==> src/sv/jad_pkg.sv <==
package jad_pkg;

    // Default build sizes.
    localparam int JAD_NUM_CPUS    = 8;
    localparam int JAD_QUEUE_DEPTH = 64;

    // Fixed field widths.
    localparam int TAG_W      = 16;
    localparam int CPU_IDX_W  = 3;
    localparam int STATUS_W   = 3;
    localparam int LOAD_W     = 8;
    localparam int MAX_RUN_W  = 8;
    localparam int WL_LIM_W   = 7;
    localparam int WORKLOAD_W = 9;
    localparam int CFG_IDX_W  = 1;
    localparam int CFG_DATA_W = 8;

    localparam logic [LOAD_W-1:0]     LOAD_MAX     = 8'd255;
    localparam logic [WORKLOAD_W-1:0] WORKLOAD_MAX = 9'd511;

    // Configuration reset values.
    localparam logic [MAX_RUN_W-1:0] MAX_RUN_RST = 8'd4;
    localparam logic [WL_LIM_W-1:0]  WL_LIM_RST  = 7'd64;

    typedef enum logic [CFG_IDX_W-1:0] {
        REG_MAX_RUNNING    = 1'b0,
        REG_WAITLIST_LIMIT = 1'b1
    } t_cfg_reg;

    typedef enum logic [0:0] {
        REQ_SUBMIT = 1'b0,
        REQ_FINISH = 1'b1
    } t_req;

    typedef enum logic [STATUS_W-1:0] {
        ST_STARTED    = 3'd0,
        ST_WAITLISTED = 3'd1,
        ST_REJECTED   = 3'd2,
        ST_COMPLETED  = 3'd3,
        ST_IGNORED    = 3'd4
    } t_status;

    // Controller to datapath.
    typedef struct packed {
        logic load;     // latch a new request and restart the load scan
        logic scan;     // examine one processor
        logic commit;   // apply the request and fill the output register
    } t_dp_cmd;

    // Datapath to controller.
    typedef struct packed {
        logic scan_last;
    } t_dp_stat;

endpackage

==> src/sv/jad_ctrl.sv <==
module jad_ctrl
    import jad_pkg::*;
(
    input  logic     i_clk,
    input  logic     i_rst_n,
    input  logic     i_in_valid,
    output logic     o_in_stall,
    output logic     o_out_valid,
    input  logic     i_out_stall,
    input  t_dp_stat i_stat,
    output t_dp_cmd  o_cmd
);

    typedef enum logic [2:0] {
        S_IDLE   = 3'b001,
        S_SCAN   = 3'b010,
        S_COMMIT = 3'b100
    } t_state;

    t_state r_state, n_state;
    logic   r_out_valid, n_out_valid;
    logic   out_free;

    assign out_free = !r_out_valid || !i_out_stall;

    always_comb begin
        n_state     = r_state;
        n_out_valid = r_out_valid && i_out_stall;
        o_cmd       = '0;
        unique case (r_state)
            S_IDLE: begin
                if (i_in_valid) begin
                    o_cmd.load = 1'b1;
                    n_state    = S_SCAN;
                end
            end
            S_SCAN: begin
                o_cmd.scan = 1'b1;
                if (i_stat.scan_last) begin
                    n_state = S_COMMIT;
                end
            end
            S_COMMIT: begin
                // The result can only be written once the output register is free.
                if (out_free) begin
                    o_cmd.commit = 1'b1;
                    n_out_valid  = 1'b1;
                    n_state      = S_IDLE;
                end
            end
            default: begin
                n_state = S_IDLE;
            end
        endcase
    end

    always_ff @(posedge i_clk) begin
        if (!i_rst_n) begin
            r_state     <= S_IDLE;
            r_out_valid <= 1'b0;
        end else begin
            r_state     <= n_state;
            r_out_valid <= n_out_valid;
        end
    end

    assign o_in_stall  = (r_state != S_IDLE);
    assign o_out_valid = r_out_valid;

endmodule

==> src/sv/jad_dpath.sv <==
module jad_dpath
    import jad_pkg::*;
#(
    parameter int NUM_CPUS    = JAD_NUM_CPUS,
    parameter int QUEUE_DEPTH = JAD_QUEUE_DEPTH
) (
    input  logic                  i_clk,
    input  logic                  i_rst_n,
    input  logic                  i_cfg_we,
    input  logic [CFG_IDX_W-1:0]  i_cfg_index,
    input  logic [CFG_DATA_W-1:0] i_cfg_data,
    input  t_dp_cmd               i_cmd,
    output t_dp_stat              o_stat,
    input  logic                  i_req_type,
    input  logic [TAG_W-1:0]      i_job_tag,
    input  logic [CPU_IDX_W-1:0]  i_cpu_index,
    output logic [STATUS_W-1:0]   o_status,
    output logic                  o_dispatch_valid,
    output logic [TAG_W-1:0]      o_dispatch_tag,
    output logic [CPU_IDX_W-1:0]  o_dispatch_cpu,
    output logic                  o_busy_res,
    output logic [WORKLOAD_W-1:0] o_workload
);

    localparam int CPU_W  = (NUM_CPUS > 1) ? $clog2(NUM_CPUS) : 1;
    localparam int CMP_W  = (CPU_W > CPU_IDX_W) ? CPU_W : CPU_IDX_W;
    localparam int Q_W    = (QUEUE_DEPTH > 1) ? $clog2(QUEUE_DEPTH) : 1;
    localparam int FILL_W = $clog2(QUEUE_DEPTH + 1);
    localparam int CAP_W  = (FILL_W > WL_LIM_W) ? FILL_W : WL_LIM_W;
    localparam int SUM_W  = ((FILL_W > MAX_RUN_W) ? FILL_W : MAX_RUN_W) + 1;

    localparam logic [CPU_W-1:0] LAST_CPU = CPU_W'(NUM_CPUS - 1);
    localparam logic [Q_W-1:0]   LAST_Q   = Q_W'(QUEUE_DEPTH - 1);

    // Configuration.
    logic [MAX_RUN_W-1:0] r_max_run;
    logic [WL_LIM_W-1:0]  r_wl_limit;

    // Scheduler state.
    logic [MAX_RUN_W-1:0] r_running, n_running;
    logic [LOAD_W-1:0]    r_cpu_load [NUM_CPUS];
    logic [LOAD_W-1:0]    n_cpu_load [NUM_CPUS];
    logic [Q_W-1:0]       r_head, n_head;
    logic [Q_W-1:0]       r_tail, n_tail;
    logic [FILL_W-1:0]    r_fill, n_fill;
    logic [TAG_W-1:0]     r_mem [QUEUE_DEPTH];
    logic [TAG_W-1:0]     r_rd_data;

    // Latched request.
    t_req                 r_req;
    logic [TAG_W-1:0]     r_tag;
    logic [CPU_IDX_W-1:0] r_cpu;

    // Load scan.
    logic [CPU_W-1:0]  r_scan_idx;
    logic [CPU_W-1:0]  r_best_idx;
    logic [LOAD_W-1:0] r_best_load;
    logic              r_cpl_ok;
    logic [LOAD_W-1:0] scan_load;
    logic [LOAD_W-1:0] scan_eff;
    logic              scan_hit;
    logic              scan_dec;

    // Output register.
    t_status                r_status;
    logic                   r_dv;
    logic [TAG_W-1:0]       r_dtag;
    logic [CPU_IDX_W-1:0]   r_dcpu;
    logic                   r_busy;
    logic [WORKLOAD_W-1:0]  r_workload;

    // Commit decision.
    t_status            cm_status;
    logic               cm_push;
    logic               cm_pop;
    logic               cm_disp;
    logic               cm_dec;
    logic [TAG_W-1:0]   cm_tag;
    logic               slot_free;
    logic               wl_full;
    logic [CAP_W-1:0]   wl_cap;
    logic [MAX_RUN_W-1:0] run_dec;
    logic [SUM_W-1:0]   work_sum;
    logic [WORKLOAD_W-1:0] n_workload;
    logic               n_busy;

    always_ff @(posedge i_clk) begin
        if (!i_rst_n) begin
            r_max_run  <= MAX_RUN_RST;
            r_wl_limit <= WL_LIM_RST;
        end else if (i_cfg_we) begin
            unique case (t_cfg_reg'(i_cfg_index))
                REG_MAX_RUNNING:    r_max_run  <= i_cfg_data[MAX_RUN_W-1:0];
                REG_WAITLIST_LIMIT: r_wl_limit <= i_cfg_data[WL_LIM_W-1:0];
                default: ;
            endcase
        end
    end

    // The finishing processor counts one less while the minimum is searched,
    // since its job leaves before the waitlist head is placed.
    assign scan_load = r_cpu_load[r_scan_idx];
    assign scan_hit  = (CMP_W'(r_scan_idx) == CMP_W'(r_cpu));
    assign scan_dec  = (r_req == REQ_FINISH) && scan_hit && (scan_load != '0);
    assign scan_eff  = scan_load - LOAD_W'(scan_dec);

    assign o_stat.scan_last = (r_scan_idx == LAST_CPU);

    always_ff @(posedge i_clk) begin
        if (i_cmd.load) begin
            r_req      <= t_req'(i_req_type);
            r_tag      <= i_job_tag;
            r_cpu      <= i_cpu_index;
            r_scan_idx <= '0;
            r_cpl_ok   <= 1'b0;
        end else if (i_cmd.scan) begin
            if (r_scan_idx == '0 || scan_eff < r_best_load) begin
                r_best_idx  <= r_scan_idx;
                r_best_load <= scan_eff;
            end
            if (scan_dec) begin
                r_cpl_ok <= 1'b1;
            end
            if (r_scan_idx != LAST_CPU) begin
                r_scan_idx <= r_scan_idx + 1'b1;
            end
        end
    end

    assign wl_cap    = (CAP_W'(r_wl_limit) < CAP_W'(QUEUE_DEPTH))
                       ? CAP_W'(r_wl_limit) : CAP_W'(QUEUE_DEPTH);
    assign wl_full   = (CAP_W'(r_fill) >= wl_cap);
    assign slot_free = (r_running < r_max_run);

    always_comb begin
        cm_status = ST_IGNORED;
        cm_push   = 1'b0;
        cm_pop    = 1'b0;
        cm_disp   = 1'b0;
        cm_dec    = 1'b0;
        cm_tag    = r_tag;
        if (r_req == REQ_SUBMIT) begin
            if (!slot_free) begin
                if (wl_full) begin
                    cm_status = ST_REJECTED;
                end else begin
                    cm_push   = 1'b1;
                    cm_status = ST_WAITLISTED;
                end
            end else begin
                cm_disp   = 1'b1;
                cm_status = ST_STARTED;
                // Waiting jobs go first; the new one joins the tail.
                if (r_fill != '0) begin
                    cm_tag  = r_rd_data;
                    cm_pop  = 1'b1;
                    cm_push = 1'b1;
                end
            end
        end else if (r_cpl_ok) begin
            cm_dec    = 1'b1;
            cm_status = ST_COMPLETED;
            if (r_fill != '0) begin
                cm_tag  = r_rd_data;
                cm_pop  = 1'b1;
                cm_disp = 1'b1;
            end
        end
    end

    always_comb begin
        run_dec = (cm_dec && r_running != '0) ? r_running - 1'b1 : r_running;
        n_running = (cm_disp && run_dec != LOAD_MAX) ? run_dec + 1'b1 : run_dec;

        n_fill = r_fill;
        if (cm_push && !cm_pop) begin
            n_fill = r_fill + 1'b1;
        end else if (cm_pop && !cm_push) begin
            n_fill = r_fill - 1'b1;
        end

        n_head = r_head;
        if (cm_pop) begin
            n_head = (r_head == LAST_Q) ? '0 : r_head + 1'b1;
        end
        n_tail = r_tail;
        if (cm_push) begin
            n_tail = (r_tail == LAST_Q) ? '0 : r_tail + 1'b1;
        end

        work_sum   = SUM_W'(n_fill) + SUM_W'(n_running);
        n_workload = (work_sum > SUM_W'(WORKLOAD_MAX)) ? WORKLOAD_MAX
                                                       : work_sum[WORKLOAD_W-1:0];
        n_busy     = (CAP_W'(n_fill) >= wl_cap) && (n_running >= r_max_run);
    end

    // Each processor's count changes on its own: one less when its job
    // finished, one more when it receives the dispatched job.
    always_comb begin
        for (int i = 0; i < NUM_CPUS; i++) begin
            n_cpu_load[i] = r_cpu_load[i];
            if (cm_dec && CMP_W'(i) == CMP_W'(r_cpu)) begin
                n_cpu_load[i] = n_cpu_load[i] - 1'b1;
            end
            if (cm_disp && CPU_W'(i) == r_best_idx && n_cpu_load[i] != LOAD_MAX) begin
                n_cpu_load[i] = n_cpu_load[i] + 1'b1;
            end
        end
    end

    always_ff @(posedge i_clk) begin
        if (!i_rst_n) begin
            r_running <= '0;
            r_head    <= '0;
            r_tail    <= '0;
            r_fill    <= '0;
            for (int i = 0; i < NUM_CPUS; i++) begin
                r_cpu_load[i] <= '0;
            end
        end else if (i_cmd.commit) begin
            r_running <= n_running;
            r_head    <= n_head;
            r_tail    <= n_tail;
            r_fill    <= n_fill;
            for (int i = 0; i < NUM_CPUS; i++) begin
                r_cpu_load[i] <= n_cpu_load[i];
            end
        end
    end

    always_ff @(posedge i_clk) begin
        if (i_cmd.commit && cm_push) begin
            r_mem[r_tail] <= r_tag;
        end
        r_rd_data <= r_mem[r_head];
    end

    always_ff @(posedge i_clk) begin
        if (i_cmd.commit) begin
            r_status   <= cm_status;
            r_dv       <= cm_disp;
            r_dtag     <= cm_disp ? cm_tag : '0;
            r_dcpu     <= cm_disp ? CPU_IDX_W'(r_best_idx) : '0;
            r_busy     <= n_busy;
            r_workload <= n_workload;
        end
    end

    assign o_status         = r_status;
    assign o_dispatch_valid = r_dv;
    assign o_dispatch_tag   = r_dtag;
    assign o_dispatch_cpu   = r_dcpu;
    assign o_busy_res       = r_busy;
    assign o_workload       = r_workload;

endmodule

==> src/sv/job_admission_dispatcher.sv <==
// Channel   | Handshake                   | Payload
// ----------+-----------------------------+-----------------------------------------
// request   | i_in_valid / o_in_stall     | i_req_type, i_job_tag, i_cpu_index
// result    | o_out_valid / i_out_stall   | o_status, o_dispatch_valid, o_dispatch_tag,
//           |                             | o_dispatch_cpu, o_busy_res, o_workload
// config    | i_cfg_valid / o_cfg_ready   | i_cfg_index, i_cfg_data
//
// Each request is accepted, then the least-loaded scan looks at the processors one at
// a time, and a commit step updates the counters and the waitlist.
// The result sits in an output register, so a new request is taken while it waits.
// A stalled result holds the commit step until the output register frees up.
// Reset is synchronous and clears counters and pointers.
module job_admission_dispatcher
    import jad_pkg::*;
#(
    parameter int NUM_CPUS    = JAD_NUM_CPUS,
    parameter int QUEUE_DEPTH = JAD_QUEUE_DEPTH
) (
    input  logic                  i_clk,
    input  logic                  i_rst_n,
    input  logic                  i_in_valid,
    output logic                  o_in_stall,
    input  logic                  i_req_type,
    input  logic [TAG_W-1:0]      i_job_tag,
    input  logic [CPU_IDX_W-1:0]  i_cpu_index,
    output logic                  o_out_valid,
    input  logic                  i_out_stall,
    output logic [STATUS_W-1:0]   o_status,
    output logic                  o_dispatch_valid,
    output logic [TAG_W-1:0]      o_dispatch_tag,
    output logic [CPU_IDX_W-1:0]  o_dispatch_cpu,
    output logic                  o_busy_res,
    output logic [WORKLOAD_W-1:0] o_workload,
    input  logic                  i_cfg_valid,
    output logic                  o_cfg_ready,
    input  logic [CFG_IDX_W-1:0]  i_cfg_index,
    input  logic [CFG_DATA_W-1:0] i_cfg_data
);

    t_dp_cmd  cmd;
    t_dp_stat stat;

    assign o_cfg_ready = 1'b1;

    jad_ctrl u_ctrl (
        .i_clk       (i_clk),
        .i_rst_n     (i_rst_n),
        .i_in_valid  (i_in_valid),
        .o_in_stall  (o_in_stall),
        .o_out_valid (o_out_valid),
        .i_out_stall (i_out_stall),
        .i_stat      (stat),
        .o_cmd       (cmd)
    );

    jad_dpath #(
        .NUM_CPUS    (NUM_CPUS),
        .QUEUE_DEPTH (QUEUE_DEPTH)
    ) u_dpath (
        .i_clk            (i_clk),
        .i_rst_n          (i_rst_n),
        .i_cfg_we         (i_cfg_valid),
        .i_cfg_index      (i_cfg_index),
        .i_cfg_data       (i_cfg_data),
        .i_cmd            (cmd),
        .o_stat           (stat),
        .i_req_type       (i_req_type),
        .i_job_tag        (i_job_tag),
        .i_cpu_index      (i_cpu_index),
        .o_status         (o_status),
        .o_dispatch_valid (o_dispatch_valid),
        .o_dispatch_tag   (o_dispatch_tag),
        .o_dispatch_cpu   (o_dispatch_cpu),
        .o_busy_res       (o_busy_res),
        .o_workload       (o_workload)
    );

endmodule

==> config.mk <==
export PLATFORM = sky130hd
export DESIGN_NAME = job_admission_dispatcher
export DESIGN_NICKNAME = d
export VERILOG_FILES = /design/src/sv/jad_pkg.sv /design/src/sv/jad_ctrl.sv /design/src/sv/jad_dpath.sv /design/src/sv/job_admission_dispatcher.sv
export SDC_FILE = /design/constraint.sdc
export NUM_CORES = 2
export LEC_CHECK = 0
export BUFFER_PORTS_ARGS = -buffer_cell sky130_fd_sc_hd__buf_2
export CELL_PAD_IN_SITES_DETAIL_PLACEMENT = 0
export CELL_PAD_IN_SITES_GLOBAL_PLACEMENT = 2
export CORE_ASPECT_RATIO = 1.5
export CORE_UTILIZATION = 36
export CTS_CLUSTER_DIAMETER = 30
export DETAILED_ROUTE_END_ITERATION = 8
export PLACE_DENSITY = 0.65
export SLEW_MARGIN = 0
export SYNTH_ARGS = -nofsm -noshare
export SYNTH_HDL_FRONTEND = slang
export SYNTH_SLANG_ARGS = --single-unit
==> constraint.sdc <==
create_clock -name i_clk -period 6.8 [get_ports i_clk]
set_input_delay 1.36 -clock i_clk [delete_from_list [all_inputs] [get_ports i_clk]]
set_output_delay 1.36 -clock i_clk [all_outputs]
set_load 0.005 [all_outputs]
# Word-level counts from Yosys, hierarchy flattened
# Memories as Yosys holds them, arrays and structs flattened. A register that Yosys moved wholly into a read port is not among the register bits.
# Cells that the tools add are included.
# totals
word_cells	222
output_inout_bits	36
mem_count	2
ramBits	1088
input_bits	34
reg_bits	114
# memory_table
memory	words	width	rd	rd_ports_with_merged_regs	wr	line	text
u_dpath.r_mem	64	16	1	1	1	jad_dpath.sv:46	logic [TAG_W-1:0] r_mem [QUEUE_DEPTH];
u_dpath.r_cpu_load	8	8	9	1	8	jad_dpath.sv:41	logic [LOAD_W-1:0] r_cpu_load [NUM_CPUS];
# op_classes
n_addsub	25
n_mux	69
n_eq_ne	35
order_cmp	7
n_reduce_logical	53
n_bitwise	10
# op_table
operator	count
$mux W8	26
$add A8 B1 Y8 const B	9
$ne A8 B8 Y1 const B	9
$sub A8 B1 Y8 const B	9
$mux W16	4
$logic_and A1 B1 Y1	33
$eq A3 B3 Y1 const A	8
$mux W1	24
$mux W3	7
$mux W7	3
$lt A8 B8 Y1	2
$reduce_bool A8 Y1	2
$ge A7 B7 Y1	2
$add A6 B1 Y6 const B	2
$eq A2 B3 Y1 const A	4
$eq A6 B6 Y1 const B	2
$mux W6	2
$reduce_and A2 Y1	6
$add A7 B8 Y9	1
$gt A9 B9 Y1 const B	1
$logic_not A3 Y1	3
$pmux W3 S3	1
$ge A8 B8 Y1	1
$or A1 B1 Y1	8
other kinds (20)	30

# Logic depth before layout (Yosys ltp)
# logic_depth
ltp_word	12
mapped_depth	20
ltp_nobuf	20

# By module
# A second synthesis with hierarchy kept.
# unflattened
hier_cells	2813
area_unflattened_um2	51524.4
# by_module_without_submodules
mod	seq_area_each_um2	cells_per_inst	area_per_inst_um2	n_inst
jad_dpath	35894.4	2789	51305.5	1
jad_ctrl	80.1	22	207.7	1
job_admission_dispatcher	0.0	2	11.3	1

# Least setup slack after synthesis
# No wires, ideal clock.
# synth_timing
path_type	register to register
from	register with a tool-made name
to	register u_dpath.r_best_idx[0], enable pin
synth_period_minus_slack_ps	4921
t_required_ps	6453
setup_time_ps	347
path_stages_with_launch	21
arrival_time_ps	4574
setup_slack_ps	1879
path_buffers	2
path_cell_list	dfxtp_1 > clkbuf_1 > buf_1 > mux4_2 > mux2i_1 > nand3_1 > nor3_1 > nor2_1 > ha_1 > ha_1 > inv_1 > ha_1 > a21boi_0 > o21a_1 > o21a_1 > o21a_1 > o21a_1 > o21ai_0 > nand2b_1 > a21oi_1 > o21a_1
# synth_rtl
element	line	text
end signal, assigned	jad_dpath.sv:118	r_best_idx <= r_scan_idx;
end, declared	jad_dpath.sv:56	logic [CPU_W-1:0] r_best_idx;

==> results.md <==
* Outcome: complete, no violations
* Pin count of the biggest net entering global routing at 122
* Sequential area share after synthesis at 69.6%
* Share of the synthesized area in the top cell type at 66.9%
* Post-synthesis mux area share at 16.4%
* Final Total Pwr at 19.4 mW
* Post-CTS Hold Fix Bufs at 0
* WP depth at 19
* Largest area contributor in the netlist: edfxtp_1
* Max-slew violations at 0
* Post-Synth Simple-Gate Area at 5.67%
* Register bit total from synthesis at 1221
* Crit share post-route at 76.7%
* Total gr overflow at 0
* Die ar. at 145000 um2
* Buffers on Ports at 68
* RSZ-0062 raised after global routing: false
* VDD IR max at 0.253 mV
* Crit path arrival time at 5.63 ns
* Hold slack at 0.456 ns
* DR DRC count at 0
* Slowest stage cell, crit path: dfxtp_1
* HP Class: reg2reg
* Final setup violation count at 0
* Top cells by area, synth: edfxtp_1 (67%), mux4_2 (15%), dfxtp_1 (2.7%)
* Synth Area in Compound Gates at 2.88%
* H-tree levels at 4
* Detail Route Antenna Nets at 0
* Nets at 3174
* Fmax achieved at 0.192 GHz
* Share of cells above drive strength 1 at 29.0%
* Worst Setup End Kind: flop
* Io pins at 70
* Detailed-route vias per instance at 5.28
* Gpl congestion at 0.824
* Crit-path most repeated cell: o21a_1
* CTS Root Buffer Type: clkbuf_16
* Die W at 311 um
* Drt pass-1 iters at 5
* Placed inst area at 54600 um2
* Vias in the first global route at 28700
* Ys Warns at 0
* Final min period at 5.21 ns
* LEAKAGE at 20.0 nW
* Synth Flop Type: edfxtp_1
* Multi-input logic area at 14900 um2
* Core area at 142000 um2
* Via count at 27200
* Cell area after synthesis at 51700 um2
* Post-DP HPWL at 81900 um
* CP delay by family, top: compound AO/OA/AOI/OAI gates
* Syn Inst Count at 2848
* Initial core utilization at 36.4%
* Reg clk slew, reported paths at 0.05 ns
* Initial antenna violation count at 4
* Post-synth EDFFs at 1152
* Worst endpoint required time at 7.21 ns
* Commonest non-fill, non-tap cell in the layout: edfxtp_1
* Die height at 466 um
* Worst-Skew Late Latency at 0.81 ns
* Tot GR Track Use at 18.8%
* Worst path bufs/invs at 1
* MaxCap Viol Count at 0
* Async SR Flop Fraction at 0%
* Clk buf depth at 3
* Wire length per cell at 26.2 um
* Most frequent cells in the layout: edfxtp_1 (1152), mux4_2 (352), clkbuf_16 (203)
* CP startpoint kind: flop
* Final hold violation count at 0
* Adder-Cell Fraction of Synth Area at 1.67%
* R2R depth at 19
* Syn avg cell area at 18.1 um2
* Worst-path fanout max at 14
* TritonCTS clock tree: done
* Hold depth at 2
* DRT iter0 DRCs at 1916
* Crit path cell chain: mux4_2 > mux2i_1 > and2_1 > nand3_1 > nor3_1 > nor2_1 > ha_1 > ha_1 > inv_1 > ha_1 > a21boi_0 > o21a_1 > o21a_1 > o21a_1 > o21a_1 > o21ai_0 > nand2b_1 > a21oi_1 > o21a_1
* Pwr dens at 314 nW/um2
* Slew margin rel. at 25.0%
* Slowest stage delay, CP at 0.87 ns
* First-pass GRT wire length at 197000 um
* Post-synthesis xor/xnor area fraction at 2.14%
* Final TNS setup at 0 ns
* Syn-to-layout area delta at 19.9%
* Inserted Clock Buffers at 203
* Synth cell types at 89
* Clk_skew at 0.0707 ns
* Kind of critical path: reg2reg
* DRT Wirelength at 135000 um
* Mapped Nets at 2950
* Least-Margin Pin Slew at 1.12 ns
* Resize count post-CTS at 0
* Post-route cell area at 62000 um2
* Floorplan row count at 169
* Clk sink count at 1221
* Largest family of logic cells by synthesized area: multiplexers
* Postcts setup bufs at 0
* Reg area at 36000 um2
* Filler cells at 12100
[synthesized netlist by cell type (5+ instances only)]
| master | number |
|---|---|
| nand2_1 | 124 |
| and3_1 | 18 |
| a21oi_1 | 49 |
| edfxtp_1 | 1152 |
| o211ai_1 | 7 |
| a21boi_0 | 29 |
| mux4_2 | 352 |
| or3_1 | 22 |
| a21o_1 | 9 |
| inv_1 | 71 |
| xor2_1 | 47 |
| nand4_1 | 19 |
| nor2b_1 | 15 |
| nor3_1 | 44 |
| mux2i_1 | 48 |
| and3b_1 | 6 |
| a211oi_1 | 7 |
| buf_2 | 9 |
| o21a_1 | 11 |
| clkbuf_1 | 97 |
| xnor2_1 | 70 |
| and2_1 | 30 |
| nand2b_1 | 16 |
| ha_1 | 68 |
| a31oi_1 | 15 |
| nor3b_1 | 5 |
| dfxtp_1 | 69 |
| mux2_2 | 5 |
| buf_1 | 32 |
| or2_2 | 10 |
| nand3_1 | 40 |
| o21ai_0 | 42 |
| nand3b_1 | 10 |
| nor2_1 | 205 |
| nor4_1 | 15 |
[layout make-up]
| cell class | instances | share of cell area, % |
|---|---|---|
| Antenna cell | 2 | 0.00808 |
| Inverter | 72 | 0.436 |
| Tap cell | 1881 | 3.80 |
| Clock buffer | 211 | 8.25 |
| Multi-Input combinational cell | 1413 | 24.1 |
| Timing Repair Buffer | 161 | 1.74 |
| Clock inverter | 177 | 3.62 |
| Sequential cell | 1221 | 58.1 |
[cells by family (layout without fill, tap and decap cells)]
logic type / Yosys count / after routing
compound gates: 216 / 216
other cells: 1 / 3
flops: 1221 / 1221
xor+xnor: 121 / 121
simple gates: 600 / 600
fa+ha+maj: 69 / 69
buf+inv: 214 / 621
mux: 406 / 406
[flip-flops by register name, summed over array words and instances, names as in the netlist, 3 cells and up, named ones only]
register                cells
u_dpath.r_mem            1024
u_dpath.r_cpu_load         64
u_dpath.o_dispatch_tag     16
u_dpath.r_rd_data          16
u_dpath.r_tag              16
u_dpath.o_workload          9
u_dpath.r_best_load         8
u_dpath.r_max_run           8
u_dpath.r_running           8
u_dpath.r_fill              7
u_dpath.r_wl_limit          7
u_dpath.r_head              6
u_dpath.r_tail              6
u_ctrl.r_state              3
u_dpath.o_dispatch_cpu      3
u_dpath.o_status            3
u_dpath.r_best_idx          3
u_dpath.r_cpu               3
u_dpath.r_scan_idx          3
[stage by stage]
step                      setup slack [ns]  util (%)  cells
after global routing                  1.11      43.7   5137
after detailed placement              1.57      38.5   4748
after CTS                             1.51      43.7   5136
after global placement                1.52      38.5   4748
final                                 1.59      43.7   5138
after floorplan                       1.88         -   2848
[worst min-delay path, delay by kind of cell, from the launching register on]
kind             cells  cell delay (ns)
flip-flops           1             0.30
AND/OR/NAND/NOR      1             0.04
AO/OA/AOI/OAI        1             0.06
[path summary, 6_finish.rpt]
check                                      from                                 end  slack [ns]
max                                        flop    u_dpath.r_best_load[3]$_DFFE_PP_        1.59
min          u_dpath.r_wl_limit[0]$_SDFFE_PN0P_  u_dpath.r_wl_limit[0]$_SDFFE_PN0P_        0.46
max reg2reg                                flop    u_dpath.r_best_load[3]$_DFFE_PP_        1.59
min reg2reg  u_dpath.r_wl_limit[0]$_SDFFE_PN0P_  u_dpath.r_wl_limit[0]$_SDFFE_PN0P_        0.46
[routing by layer]
layer,global-route usage (%),vias up,share of wire [%]
li1,-,12000,-
met1,21.7,14400,38
met2,35.2,609,55
met3,2.79,218,3.5
met4,6.20,2,2.6
met5,0,-,0.0096
[power breakdown]
group          total [mW]  switching, mW  internal, mW  leakage, nW
logic               0.352          0.257        0.0947         5.48
clock network        10.8           4.02          6.75         3.48
registers            8.33         0.0462          8.28         11.0
total                19.4           4.32          15.1         20.0
Note: power is estimated with default switching activity, not from simulation.
